<file path="config.mk">
export PLATFORM = sky130hd
export DESIGN_NAME = ascii_n2k_line_parser_unit
export DESIGN_NICKNAME = d
export VERILOG_FILES = /design/src/anlp_pkg.sv /design/src/anlp_core.sv /design/src/ascii_n2k_line_parser_unit.sv
export SDC_FILE = /design/constraint.sdc
export NUM_CORES = 1
export LEC_CHECK = 0
export ABC_AREA = 1
export BUFFER_PORTS_ARGS = -buffer_cell sky130_fd_sc_hd__clkbuf_2
export CAP_MARGIN = 20
export CORE_MARGIN = 2
export CORE_UTILIZATION = 57
export DETAILED_ROUTE_END_ITERATION = 6
export HOLD_SLACK_MARGIN = 0.08
export PLACE_DENSITY = 0.79
export SYNTH_ARGS = -nofsm -noshare
export SYNTH_HDL_FRONTEND = slang
export SYNTH_SLANG_ARGS = --single-unit
</file>
<file path="constraint.sdc">
create_clock -name clock -period 4.5 [get_ports clock]
set_input_delay 0.225 -clock clock [delete_from_list [all_inputs] [get_ports clock]]
set_output_delay 0.225 -clock clock [all_outputs]
set_load 0.02 [all_outputs]
</file>
<file path="src/anlp_pkg.sv">
package anlp_pkg;

   typedef enum logic [2:0] {
      PH_START,
      PH_STAMP,
      PH_SKIP_A,
      PH_HDR,
      PH_SKIP_B,
      PH_PGN,
      PH_DATA,
      PH_WAIT
   } phase_type;

   localparam logic       KIND_DATA    = 1'b0;
   localparam logic       KIND_SUMMARY = 1'b1;

   localparam logic [1:0] STATUS_OK        = 2'd0;
   localparam logic [1:0] STATUS_BAD_TYPE  = 2'd1;
   localparam logic [1:0] STATUS_EARLY_END = 2'd2;

   localparam logic [7:0] CHAR_NUL   = 8'h00;
   localparam logic [7:0] CHAR_LF    = 8'h0A;
   localparam logic [7:0] CHAR_CR    = 8'h0D;
   localparam logic [7:0] CHAR_SPACE = 8'h20;
   localparam logic [7:0] CHAR_A     = 8'h41;

   // header: two source digits, two destination digits, one priority digit
   localparam logic [2:0] SRC_DIGITS   = 3'd2;
   localparam logic [2:0] ADDR_DIGITS  = 3'd4;
   localparam logic [2:0] FIELD_DIGITS = 3'd5;

   typedef struct packed {
      logic        item_kind;
      logic [7:0]  data_byte;
      logic [7:0]  byte_index;
      logic [7:0]  source_addr;
      logic [7:0]  dest_addr;
      logic [3:0]  prio;
      logic [19:0] pgn_value;
      logic [7:0]  payload_len;
      logic [1:0]  status;
   } result_type;

   function automatic logic is_hex(input logic [7:0] c);
      return (c >= 8'h30 && c <= 8'h39) || (c >= 8'h41 && c <= 8'h46) ||
             (c >= 8'h61 && c <= 8'h66);
   endfunction

   function automatic logic [3:0] nibble_of(input logic [7:0] c);
      logic [7:0] v;
      v = 8'h00;
      if (c >= 8'h30 && c <= 8'h39) v = c - 8'h30;
      else if (c >= 8'h41 && c <= 8'h46) v = c - 8'h37;
      else if (c >= 8'h61 && c <= 8'h66) v = c - 8'h57;
      return v[3:0];
   endfunction

endpackage

</file>
<file path="src/anlp_core.sv">
module anlp_core import anlp_pkg::*; #(
   parameter int MAX_PAYLOAD = 223
) (
   input  logic       clock,
   input  logic       reset,
   input  logic       step,
   input  logic [7:0] char_code,
   output logic       res_valid,
   output result_type res
);

   localparam logic [7:0] MAX_CNT = 8'(MAX_PAYLOAD);

   phase_type   phase_ff, phase_in;
   logic [2:0]  fc_ff, fc_in;
   logic [7:0]  src_ff, src_in;
   logic [7:0]  dst_ff, dst_in;
   logic [3:0]  prio_ff, prio_in;
   logic [19:0] pgn_ff, pgn_in;
   logic [7:0]  cnt_ff, cnt_in;
   logic        pend_v_ff, pend_v_in;
   logic [3:0]  pend_nib_ff, pend_nib_in;
   logic        fail_ff, fail_in;

   logic       clr;
   logic       to_wait;
   logic [3:0] nib;
   logic [2:0] fc_eff;
   logic [2:0] fc_next;

   always_ff @(posedge clock) begin
      if (reset) begin
         phase_ff    <= PH_START;
         fc_ff       <= '0;
         src_ff      <= '0;
         dst_ff      <= '0;
         prio_ff     <= '0;
         pgn_ff      <= '0;
         cnt_ff      <= '0;
         pend_v_ff   <= 1'b0;
         pend_nib_ff <= '0;
         fail_ff     <= 1'b0;
      end else begin
         phase_ff    <= phase_in;
         fc_ff       <= fc_in;
         src_ff      <= src_in;
         dst_ff      <= dst_in;
         prio_ff     <= prio_in;
         pgn_ff      <= pgn_in;
         cnt_ff      <= cnt_in;
         pend_v_ff   <= pend_v_in;
         pend_nib_ff <= pend_nib_in;
         fail_ff     <= fail_in;
      end
   end

   always_comb begin
      phase_in    = phase_ff;
      fc_in       = fc_ff;
      src_in      = src_ff;
      dst_in      = dst_ff;
      prio_in     = prio_ff;
      pgn_in      = pgn_ff;
      cnt_in      = cnt_ff;
      pend_v_in   = pend_v_ff;
      pend_nib_in = pend_nib_ff;
      fail_in     = fail_ff;
      clr         = 1'b0;
      to_wait     = 1'b0;
      res_valid   = 1'b0;
      res         = '0;
      nib         = nibble_of(char_code);
      // the first digit of a field is the character that ends the space run
      fc_eff      = (phase_ff == PH_SKIP_A || phase_ff == PH_SKIP_B) ? 3'd0 : fc_ff;
      fc_next     = fc_eff + 3'd1;

      if (step) begin
         unique case (phase_ff)
            PH_START: begin
               if (char_code == CHAR_A) begin
                  phase_in = PH_STAMP;
               end else if (char_code == CHAR_NUL) begin
                  res_valid      = 1'b1;
                  res.item_kind  = KIND_SUMMARY;
                  res.status     = STATUS_BAD_TYPE;
                  clr            = 1'b1;
               end else begin
                  fail_in  = 1'b1;
                  phase_in = PH_WAIT;
               end
            end
            PH_STAMP: begin
               if (char_code == CHAR_NUL) begin
                  res_valid     = 1'b1;
                  res.item_kind = KIND_SUMMARY;
                  res.status    = STATUS_EARLY_END;
                  clr           = 1'b1;
               end else if (char_code == CHAR_SPACE) begin
                  phase_in = PH_SKIP_A;
               end
            end
            PH_SKIP_A, PH_HDR: begin
               if (char_code == CHAR_NUL) begin
                  res_valid     = 1'b1;
                  res.item_kind = KIND_SUMMARY;
                  res.status    = STATUS_EARLY_END;
                  clr           = 1'b1;
               end else if (!(phase_ff == PH_SKIP_A && char_code == CHAR_SPACE)) begin
                  if (fc_eff < SRC_DIGITS) src_in = {src_ff[3:0], nib};
                  else if (fc_eff < ADDR_DIGITS) dst_in = {dst_ff[3:0], nib};
                  else prio_in = nib;
                  if (fc_next >= FIELD_DIGITS) begin
                     fc_in    = '0;
                     phase_in = PH_SKIP_B;
                  end else begin
                     fc_in    = fc_next;
                     phase_in = PH_HDR;
                  end
               end
            end
            PH_SKIP_B, PH_PGN: begin
               if (char_code == CHAR_NUL) begin
                  res_valid     = 1'b1;
                  res.item_kind = KIND_SUMMARY;
                  res.status    = STATUS_EARLY_END;
                  clr           = 1'b1;
               end else if (!(phase_ff == PH_SKIP_B && char_code == CHAR_SPACE)) begin
                  pgn_in = {pgn_ff[15:0], nib};
                  if (fc_next >= FIELD_DIGITS) begin
                     fc_in     = '0;
                     phase_in  = PH_DATA;
                     pend_v_in = 1'b0;
                  end else begin
                     fc_in    = fc_next;
                     phase_in = PH_PGN;
                  end
               end
            end
            PH_DATA: begin
               if (char_code == CHAR_NUL || char_code == CHAR_CR || char_code == CHAR_LF) begin
                  res_valid       = 1'b1;
                  res.item_kind   = KIND_SUMMARY;
                  res.status      = STATUS_OK;
                  res.source_addr = src_ff;
                  res.dest_addr   = dst_ff;
                  res.prio        = prio_ff;
                  res.pgn_value   = pgn_ff;
                  res.payload_len = cnt_ff;
                  clr             = 1'b1;
                  to_wait         = (char_code != CHAR_NUL);
               end else if (!is_hex(char_code)) begin
                  pend_v_in = 1'b0;
               end else if (!pend_v_ff) begin
                  pend_v_in   = 1'b1;
                  pend_nib_in = nib;
               end else begin
                  pend_v_in = 1'b0;
                  if (cnt_ff < MAX_CNT) begin
                     res_valid      = 1'b1;
                     res.item_kind  = KIND_DATA;
                     res.data_byte  = {pend_nib_ff, nib};
                     res.byte_index = cnt_ff;
                     cnt_in         = cnt_ff + 8'd1;
                  end
               end
            end
            PH_WAIT: begin
               if (char_code == CHAR_NUL) begin
                  if (fail_ff) begin
                     res_valid     = 1'b1;
                     res.item_kind = KIND_SUMMARY;
                     res.status    = STATUS_BAD_TYPE;
                  end
                  clr = 1'b1;
               end
            end
            default: phase_in = PH_START;
         endcase
      end

      if (clr) begin
         phase_in    = to_wait ? PH_WAIT : PH_START;
         fc_in       = '0;
         src_in      = '0;
         dst_in      = '0;
         prio_in     = '0;
         pgn_in      = '0;
         cnt_in      = '0;
         pend_v_in   = 1'b0;
         pend_nib_in = '0;
         fail_in     = 1'b0;
      end
   end

endmodule

</file>
<file path="src/ascii_n2k_line_parser_unit.sv">
// Text line parser for lines of the form A<timestamp> SSDDP PPPPP <hex pairs>, fed one
// character per transfer and ended by NUL. Each stored data byte leaves as one result with
// its index; CR, LF or NUL in the data phase, NUL in an earlier phase, or NUL after
// a failed line gives one summary result. Throughput is one character per cycle while
// the result side does not stall: a character sits in the input register, and decode
// logic updates the line state and loads the result register once the result slot is
// free or being drained. While a result waits, one more character can be taken into an
// empty input register; after that req_ready follows rsp_ready.
module ascii_n2k_line_parser_unit import anlp_pkg::*; #(
   parameter int MAX_PAYLOAD = 223
) (
   input  logic        clock,
   input  logic        reset,
   input  logic        req_valid,
   output logic        req_ready,
   input  logic [7:0]  req_char_code,
   output logic        rsp_valid,
   input  logic        rsp_ready,
   output logic        rsp_item_kind,
   output logic [7:0]  rsp_data_byte,
   output logic [7:0]  rsp_byte_index,
   output logic [7:0]  rsp_source_addr,
   output logic [7:0]  rsp_dest_addr,
   output logic [3:0]  rsp_prio,
   output logic [19:0] rsp_pgn_value,
   output logic [7:0]  rsp_payload_len,
   output logic [1:0]  rsp_status
);

   logic       in_valid_ff, in_valid_in;
   logic [7:0] in_char_ff, in_char_in;
   logic       out_valid_ff, out_valid_in;
   result_type out_ff, out_in;

   logic       advance;
   logic       res_valid;
   result_type res;

   // a character is decoded once the result slot is free or being drained
   assign advance   = in_valid_ff && (!out_valid_ff || rsp_ready);
   assign req_ready = !in_valid_ff || advance;

   anlp_core #(
      .MAX_PAYLOAD(MAX_PAYLOAD)
   ) u_core (
      .clock     (clock),
      .reset     (reset),
      .step      (advance),
      .char_code (in_char_ff),
      .res_valid (res_valid),
      .res       (res)
   );

   always_comb begin
      in_valid_in  = in_valid_ff;
      in_char_in   = in_char_ff;
      out_valid_in = out_valid_ff;
      out_in       = out_ff;
      if (req_ready) begin
         in_valid_in = req_valid;
         in_char_in  = req_char_code;
      end
      if (rsp_ready) out_valid_in = 1'b0;
      if (advance && res_valid) begin
         out_valid_in = 1'b1;
         out_in       = res;
      end
   end

   always_ff @(posedge clock) begin
      if (reset) begin
         in_valid_ff  <= 1'b0;
         out_valid_ff <= 1'b0;
      end else begin
         in_valid_ff  <= in_valid_in;
         out_valid_ff <= out_valid_in;
      end
   end

   always_ff @(posedge clock) begin
      in_char_ff <= in_char_in;
      out_ff     <= out_in;
   end

   assign rsp_valid       = out_valid_ff;
   assign rsp_item_kind   = out_ff.item_kind;
   assign rsp_data_byte   = out_ff.data_byte;
   assign rsp_byte_index  = out_ff.byte_index;
   assign rsp_source_addr = out_ff.source_addr;
   assign rsp_dest_addr   = out_ff.dest_addr;
   assign rsp_prio        = out_ff.prio;
   assign rsp_pgn_value   = out_ff.pgn_value;
   assign rsp_payload_len = out_ff.payload_len;
   assign rsp_status      = out_ff.status;

endmodule

</file>
==> run metrics, run 1 <==
outcome complete, no violations; top cells by count, synth nand2_1, inv_1, nor2_1; Total Routing Usage GR a little under a quarter; # fillers roughly 780; DR vias between 4000 and 5000; CTS Root Cell clkbuf_8; Rows 37; Worst Hold Class input pin to register; first-pass GRT wire length approximately 20 mm; setup TNS 0 ns; largest net degree at the start of global routing 69; Final setup viols 0; clock-pin slew on the worst setup and hold paths ~0.070 ns; layout cell share with drive strength beyond 1 between 20% and 30%; YS warnings 0; CP Data Required Time ~4.9 ns; Top FF cell, synth edfxtp_1; number of port buffers 80; DP HPWL about 8.1 mm; Slew @ Worst Pin a little over 1 ns; cell accounting for the most synthesized area edfxtp_1; CTS H-tree depth 4; Die ar. ~11000 um2; postcts setup bufs 0; vias per cell 5.12; initial drt markers approximately 240; PostCTS Resize Cnt 0; clock net sink count approximately 140; final wirelength approximately 12 mm; Fmax around 300 MHz; Layout area overhead 20.2%; critical path type register to register; Diodes inserted 0; CTS tree built; Synth Area per Inst 9.10 um2; CP arrival between 3 and 4 ns; grt ovf 0; Final Hold Fails 0; slew margin rel. between 30% and 40%; Placer Congestion ~0.86; CP startpoint kind register; Clock Path Buffers 2; Netlist cell types 33; routed len/inst roughly 14 um; Antenna Nets Post-Route 0; initial core utilization between 50% and 60%; Placeable Area ~10000 um2; PD cells 387 nW/um2; Static Leak ~2.9 nW; Nets ~770; Yosys reg bits 137; async set-reset flop share out of synthesis 0%; clk_lat worst skew approximately 0.52 ns; top post-synthesis cells by area edfxtp_1, dfxtp_1, nand2_1; Die Wd 106 um; count leader, synth nand2_1; # hold bufs at CTS 11; TritonCTS buffer count 17; Mapped Cells around 650; RSZ-0062 raised after global routing false; final core utilization a little over two thirds; element type at the critical path end register; VDD IR-drop max approximately 0.26 mV; register area share after synthesis between 50% and 60%; final-report max-slew violation count 0; Max Cap Viol 0; top-area cell type share of the netlist area 38.2%; Synth Net Count 671; worst r2r src u_core.phase_ff[1]; CP startpoint u_core.phase_ff[1]; Tcrit/Tclk final 73.0%; EDFF count, synth between 70 and 80; top-level I/O count 81; worst-path maximum fanout slightly below 70; clk_skew 0.0115 ns; Final Critical Period between 3 and 4 ns; vias in the first global route approximately 4300; hold path start rsp_ready; height of the die about 110 um; Netlist Area Pre-Place ~6000 um2; TritonRoute pass-1 iters 5; antenna violations before repair 0; Remaining DRCs 0
-- final cells by class --
type,count,area (um2),area share [%]
multi-input cells,392,1940,27.3
clock buffers,18,428,6.03
well taps,136,170,2.40
repair buffers,94,541,7.62
flip-flops and latches,137,3490,49.3
clock inverters,14,134,1.89
inverters,103,387,5.45
-- cell usage in the layout, fill, tap and decap left out, types with 2 or more instances in the layout --
cell / count
inv_8: 4
ha_1: 11
o21ai_1: 2
o21ai_0: 13
edfxtp_1: 75
nand2_2: 3
inv_1: 95
clkinv_4: 2
nand2_4: 2
nand3_2: 3
nor3_2: 2
dlygate4sd3_1: 11
inv_6: 4
nand3_1: 27
clkinvlp_4: 2
a21oi_2: 10
clkbuf_2: 80
xor2_1: 8
nor2_2: 3
clkbuf_16: 16
nand3b_1: 3
nor2_1: 87
nor3_1: 8
nand2_1: 142
a21oi_1: 52
dfxtp_1: 62
clkbuf_8: 2
nand4_1: 7
inv_2: 8
-- final timing paths --
kind                                        to  slack (ns)  depth (start not counted)
worst max-delay path                 rsp_valid        1.22                         11
worst min-delay path               in_valid_ff        0.32                          4
worst max register to register       rsp_valid        1.22                         11
worst min register to register  u_core.fail_ff        0.45                          2
-- critical path, cell delays in order, from the launching register on --
cell           delay, ns
dfxtp_1             0.48
inv_1               0.17
ha_1                0.30
a21oi_1             0.19
nand2_1             0.11
nand2_1             0.10
inv_1               0.07
nand2_1             0.13
nand3_4             0.67
nor2_1              0.34
nor2_1              0.07
dlygate4sd3_1       0.55
-- kinds of logic (layout without fill, tap and decap cells) --
group / Yosys count / count (layout) / synth area share (%)
AND/OR/NAND/NOR: 292 / 292 / 21.4
flip-flops: 137 / 137 / 59.2
buffers and inverters: 119 / 229 / 8.12
AO/OA/AOI/OAI: 81 / 81 / 7.74
adder cells (fa/ha/maj): 11 / 11 / 2.33
XOR/XNOR: 8 / 8 / 1.19
-- sequential cells by signal, summed over array words and instances, names as in the netlist, 2 cells and up --
signal              flops
rsp_payload_len         8
u_core.cnt_ff           8
in_char_ff              8
u_core.prio_ff          4
rsp_pgn_value          20
rsp_data_byte           8
rsp_byte_index          8
u_core.pend_nib_ff      4
rsp_status              2
u_core.phase_ff         3
rsp_prio                4
u_core.dst_ff           8
u_core.src_ff           8
rsp_source_addr         8
u_core.pgn_ff          20
u_core.fc_ff            3
rsp_dest_addr           8
-- power breakdown --
part           total, mW  internal, mW  switching [mW]
logic              0.111        0.0369          0.0742
registers           1.33          1.32          0.0125
clock network       1.30         0.718           0.584
-- metal layers --
layer	vias to the layer above	part of all wire [%]	wire length, um	GRT usage, %
li1	2272	-	-	-
met2	138	50	6050	38.6
met5	-	0	0	0
met1	2136	44	5290	28.1
met4	0	2.3	276	9.59
met3	35	4.3	527	5.38
-- through the flow --
stage / hold WS, ns / cells / worst slack [ns] / instance area (um2) / total power [mW]
6_report: 0.321 / 894 / 1.22 / 7090 / 2.74
5_1_grt: 0.399 / 894 / 0.922 / 7090 / 2.82
4_1_cts: 0.311 / 892 / 1.24 / 7070 / 2.75
3_5_place_dp: 0.404 / 849 / 1.71 / 6400 / 1.46
3_3_place_gp: 0.401 / 849 / 1.84 / 6400 / 1.45
2_1_floorplan: 0.294 / 648 / 0.864 / 5900 / 1.43
Power figures use the tool's default switching activity.
==> run 2, diff against run 1 <==
- ABC_AREA: 1 -> 0
- clock period: 4.5 -> 3.25 ns (I/O delays scaled with it)
==> run 2 against run 1 <==
  * Maximum frequency increased by 15%
  * Via count decreased by 5.1%
  * Utilization is 2.4 points higher
==> run metrics, run 2 <==
dpl cells 746 (was 849); Nets 664 (was 768); register area share after synthesis 59.0% (was 59.2%); Rows 37 (unchanged); DP HPWL 8.20 mm (was 8.10 mm); Final Critical Period 2.85 ns (was 3.28 ns); Die ar. 11200 um2 (about the same); CTS H-tree depth 4 (unchanged); Remaining DRCs 0 (unchanged); largest net degree at the start of global routing 68 (was 69); largest family of logic cells by synthesized area simple AND/OR/NAND/NOR gates (unchanged); Netlist cell types 60 (was 33); postcts setup bufs 0 (unchanged); Final Hold Fails 0 (unchanged); CP startpoint u_core.phase_ff[2] (was u_core.phase_ff[1]); Placer Congestion 0.879 (was 0.865); worst-path cell chain xnor2_1 -> or2_2 -> nand2_1 -> inv_1 -> ha_1 -> or2_2 -> o22ai_1 -> a21boi_0 -> o31a_1 -> o21a_1 (was inv_1 -> ha_1 -> a21oi_1 -> nand2_1 -> nand2_1 -> inv_1 -> nand2_1 -> nand3_4 -> nor2_1 -> nor2_1 -> dlygate4sd3_1); Top FF cell, synth edfxtp_1 (unchanged); PD cells 550 nW/um2 (was 387 nW/um2); top-area cell type share of the netlist area 38.1% (was 38.2%); complex-gate fraction of the synthesized area 11.4% (was 7.74%); total power 4.04 mW (was 2.74 mW); first-pass GRT wire length 20.7 mm (was 19.9 mm); post-synthesis simple-gate area fraction 20.1% (was 21.4%); Post-Synth XOR/XNOR Area 1.04% (was 1.19%); PostCTS Resize Cnt 0 (unchanged); worst r2r src u_core.phase_ff[2] (was u_core.phase_ff[1]); Antenna Nets Post-Route 0 (unchanged); Worst Hold Class input pin to register (unchanged); outcome complete, no violations (unchanged); Diodes inserted 0 (unchanged); cell mode on critical path or2_2 (was nand2_1); clock-pin slew on the worst setup and hold paths 0.06 ns (was 0.07 ns); clk_lat worst skew 0.53 ns (was 0.52 ns); worst setup slack after layout 0.399 ns (was 1.22 ns); CTS Root Cell clkbuf_8 (unchanged); slew margin rel. 47.0% (was 32.2%); Bufs and invs on worst path 1 (was 3); element type at the critical path end register (unchanged); Die Wd 106 um (about the same); Synth Net Count 560 (was 671); layout cell share with drive strength beyond 1 23.2% (was 20.1%); clock net sink count 137 (unchanged); Clock Path Buffers 2 (unchanged); worst-path maximum fanout 6 (was 68); cell family with the largest share of critical-path delay compound AO/OA/AOI/OAI gates (was simple AND/OR/NAND/NOR gates); YS warnings 0 (unchanged); antenna violations before repair 0 (unchanged); Layout area overhead 24.0% (was 20.2%); Slew @ Worst Pin 0.795 ns (was 1.01 ns); vias in the first global route 4219 (was 4270); number of port buffers 80 (unchanged); final wirelength 12.7 mm (was 12.2 mm); vias per cell 5.51 (was 5.12); CP arrival 3.26 ns (was 3.69 ns); TritonCTS buffer count 17 (unchanged); count leader, synth edfxtp_1 (was nand2_1); CTS tree built (unchanged); DR vias 4349 (was 4581); height of the die 106 um (about the same); initial core utilization 58.1% (was 57.9%); final-report max-slew violation count 0 (unchanged); slowest stage cell, crit path dfxtp_1 (was nand3_4); VDD IR-drop max 0.348 mV (was 0.260 mV); EDFF count, synth 75 (unchanged); Netlist Area Pre-Place 5920 um2 (was 5900 um2); routed len/inst 16.0 um (was 13.6 um); Yosys reg bits 137 (unchanged); Layout Cells excl Fill 790 (was 894); grt ovf 0 (unchanged); clk_skew 0.0125 ns (was 0.0115 ns); hold path start rsp_ready (unchanged); Max Cap Viol 0 (unchanged); dpl ws 0.462 ns (was 1.71 ns); top-level I/O count 81 (unchanged); Synth Area per Inst 11.0 um2 (was 9.10 um2); CP startpoint kind register (unchanged); RSZ-0062 raised after global routing false (unchanged); top cells by count, synth edfxtp_1, dfxtp_1, and2_1 (was nand2_1, inv_1, nor2_1); multiplexer share of the synthesized area 3.59% (was 0%); initial drt markers 266 (was 242); critical path type register to register (unchanged); Post-Synth Adder-Cell Area 2.33% (about the same); Placeable Area 10200 um2 (unchanged); fin area 7330 um2 (was 7090 um2); async set-reset flop share out of synthesis 0% (unchanged); Final setup viols 0 (unchanged); CP Data Required Time 3.66 ns (was 4.91 ns); setup TNS 0 ns (unchanged); final core utilization 72.0% (was 69.6%); Total Routing Usage GR 24.0% (was 22.8%); Static Leak 2.89 nW (was 2.85 nW); top post-synthesis cells by area edfxtp_1, dfxtp_1, and2_1 (was edfxtp_1, dfxtp_1, nand2_1); most frequent cells in the layout clkbuf_2, edfxtp_1, dfxtp_1, and2_1, nor2_1 (was nand2_1, inv_1, nor2_1, clkbuf_2, edfxtp_1); commonest non-fill, non-tap cell in the layout clkbuf_2 (was nand2_1); cell accounting for the most synthesized area edfxtp_1 (unchanged); dpl cell area 6600 um2 (was 6400 um2); slowest cell delay on critical path 0.50 ns (was 0.67 ns); hold slack 0.165 ns (was 0.321 ns); Mapped Cells 537 (was 648); Fmax 351 MHz (was 305 MHz); Tcrit/Tclk final 87.7% (was 73.0%); TritonRoute pass-1 iters 5 (unchanged)
-- run 2: cell types whose count changed after synthesis, sizes merged, moves of 19 or more --
cell   change
mux2i     +19
and2      +61
nor2      -35
nand3     -19
a21oi     -31
nand2     -97
inv       -92
-- run 2: layer usage --
metal | vias to the layer above | GRT usage [%] | routed length, um | part of all wire [%]
li1 | 2123 | - | - | -
met1 | 2046 | 31.3 | 5570 | 44
met2 | 161 | 38.6 | 6130 | 48
met3 | 19 | 6.68 | 710 | 5.6
met4 | 0 | 8.83 | 255 | 2.0
met5 | - | 0 | 0 | 0
-- run 2: worst min-delay path: cells and delay by family --
kind	cells	cell delay, ns
AOI/OAI and AO/OA	2	0.20
and+or+nand+nor	1	0.19
buffers and inverters	1	0.08
-- run 2: cell type report --
type / count / area (um2)
multi-input combinational: 362 / 2330
timing repair buffer: 112 / 683
clock buffer: 22 / 453
tap: 136 / 170
inverter: 11 / 41.3
fill: 724 / 2850
clock inverter: 10 / 165
sequential: 137 / 3490
-- run 2: cells by family after synthesis --
| logic type | Yosys count |
|---|---|
| AOI/OAI and AO/OA | 95 |
| xor gates and xnor gates | 7 |
| adders and majority gates | 11 |
| buffers and inverters | 38 |
| DFF | 137 |
| muxes | 21 |
| and+or+nand+nor | 228 |
-- run 2: final timing paths --
kind	slack, ns	cells after the start	to
setup / recovery	0.40	10	u_core.pend_v_ff
hold / removal	0.16	4	rsp_valid
hold reg to reg	0.46	2	u_core.pgn_ff[19]
setup reg to reg	0.40	10	u_core.pend_v_ff
-- run 2: where the power goes --
group | internal (mW) | total, mW | switching (mW)
combinational | 0.0811 | 0.193 | 0.112
clock | 1.29 | 2.00 | 0.707
sequential | 1.82 | 1.85 | 0.0208
total | 3.20 | 4.04 | 0.840
-- run 2: timing repair --
item | 4_1_cts | 5_1_grt
hold buffers | 12 | 0
setup endpoints to repair | 0 | 0
endpoints found under the hold margin | 15 | 0
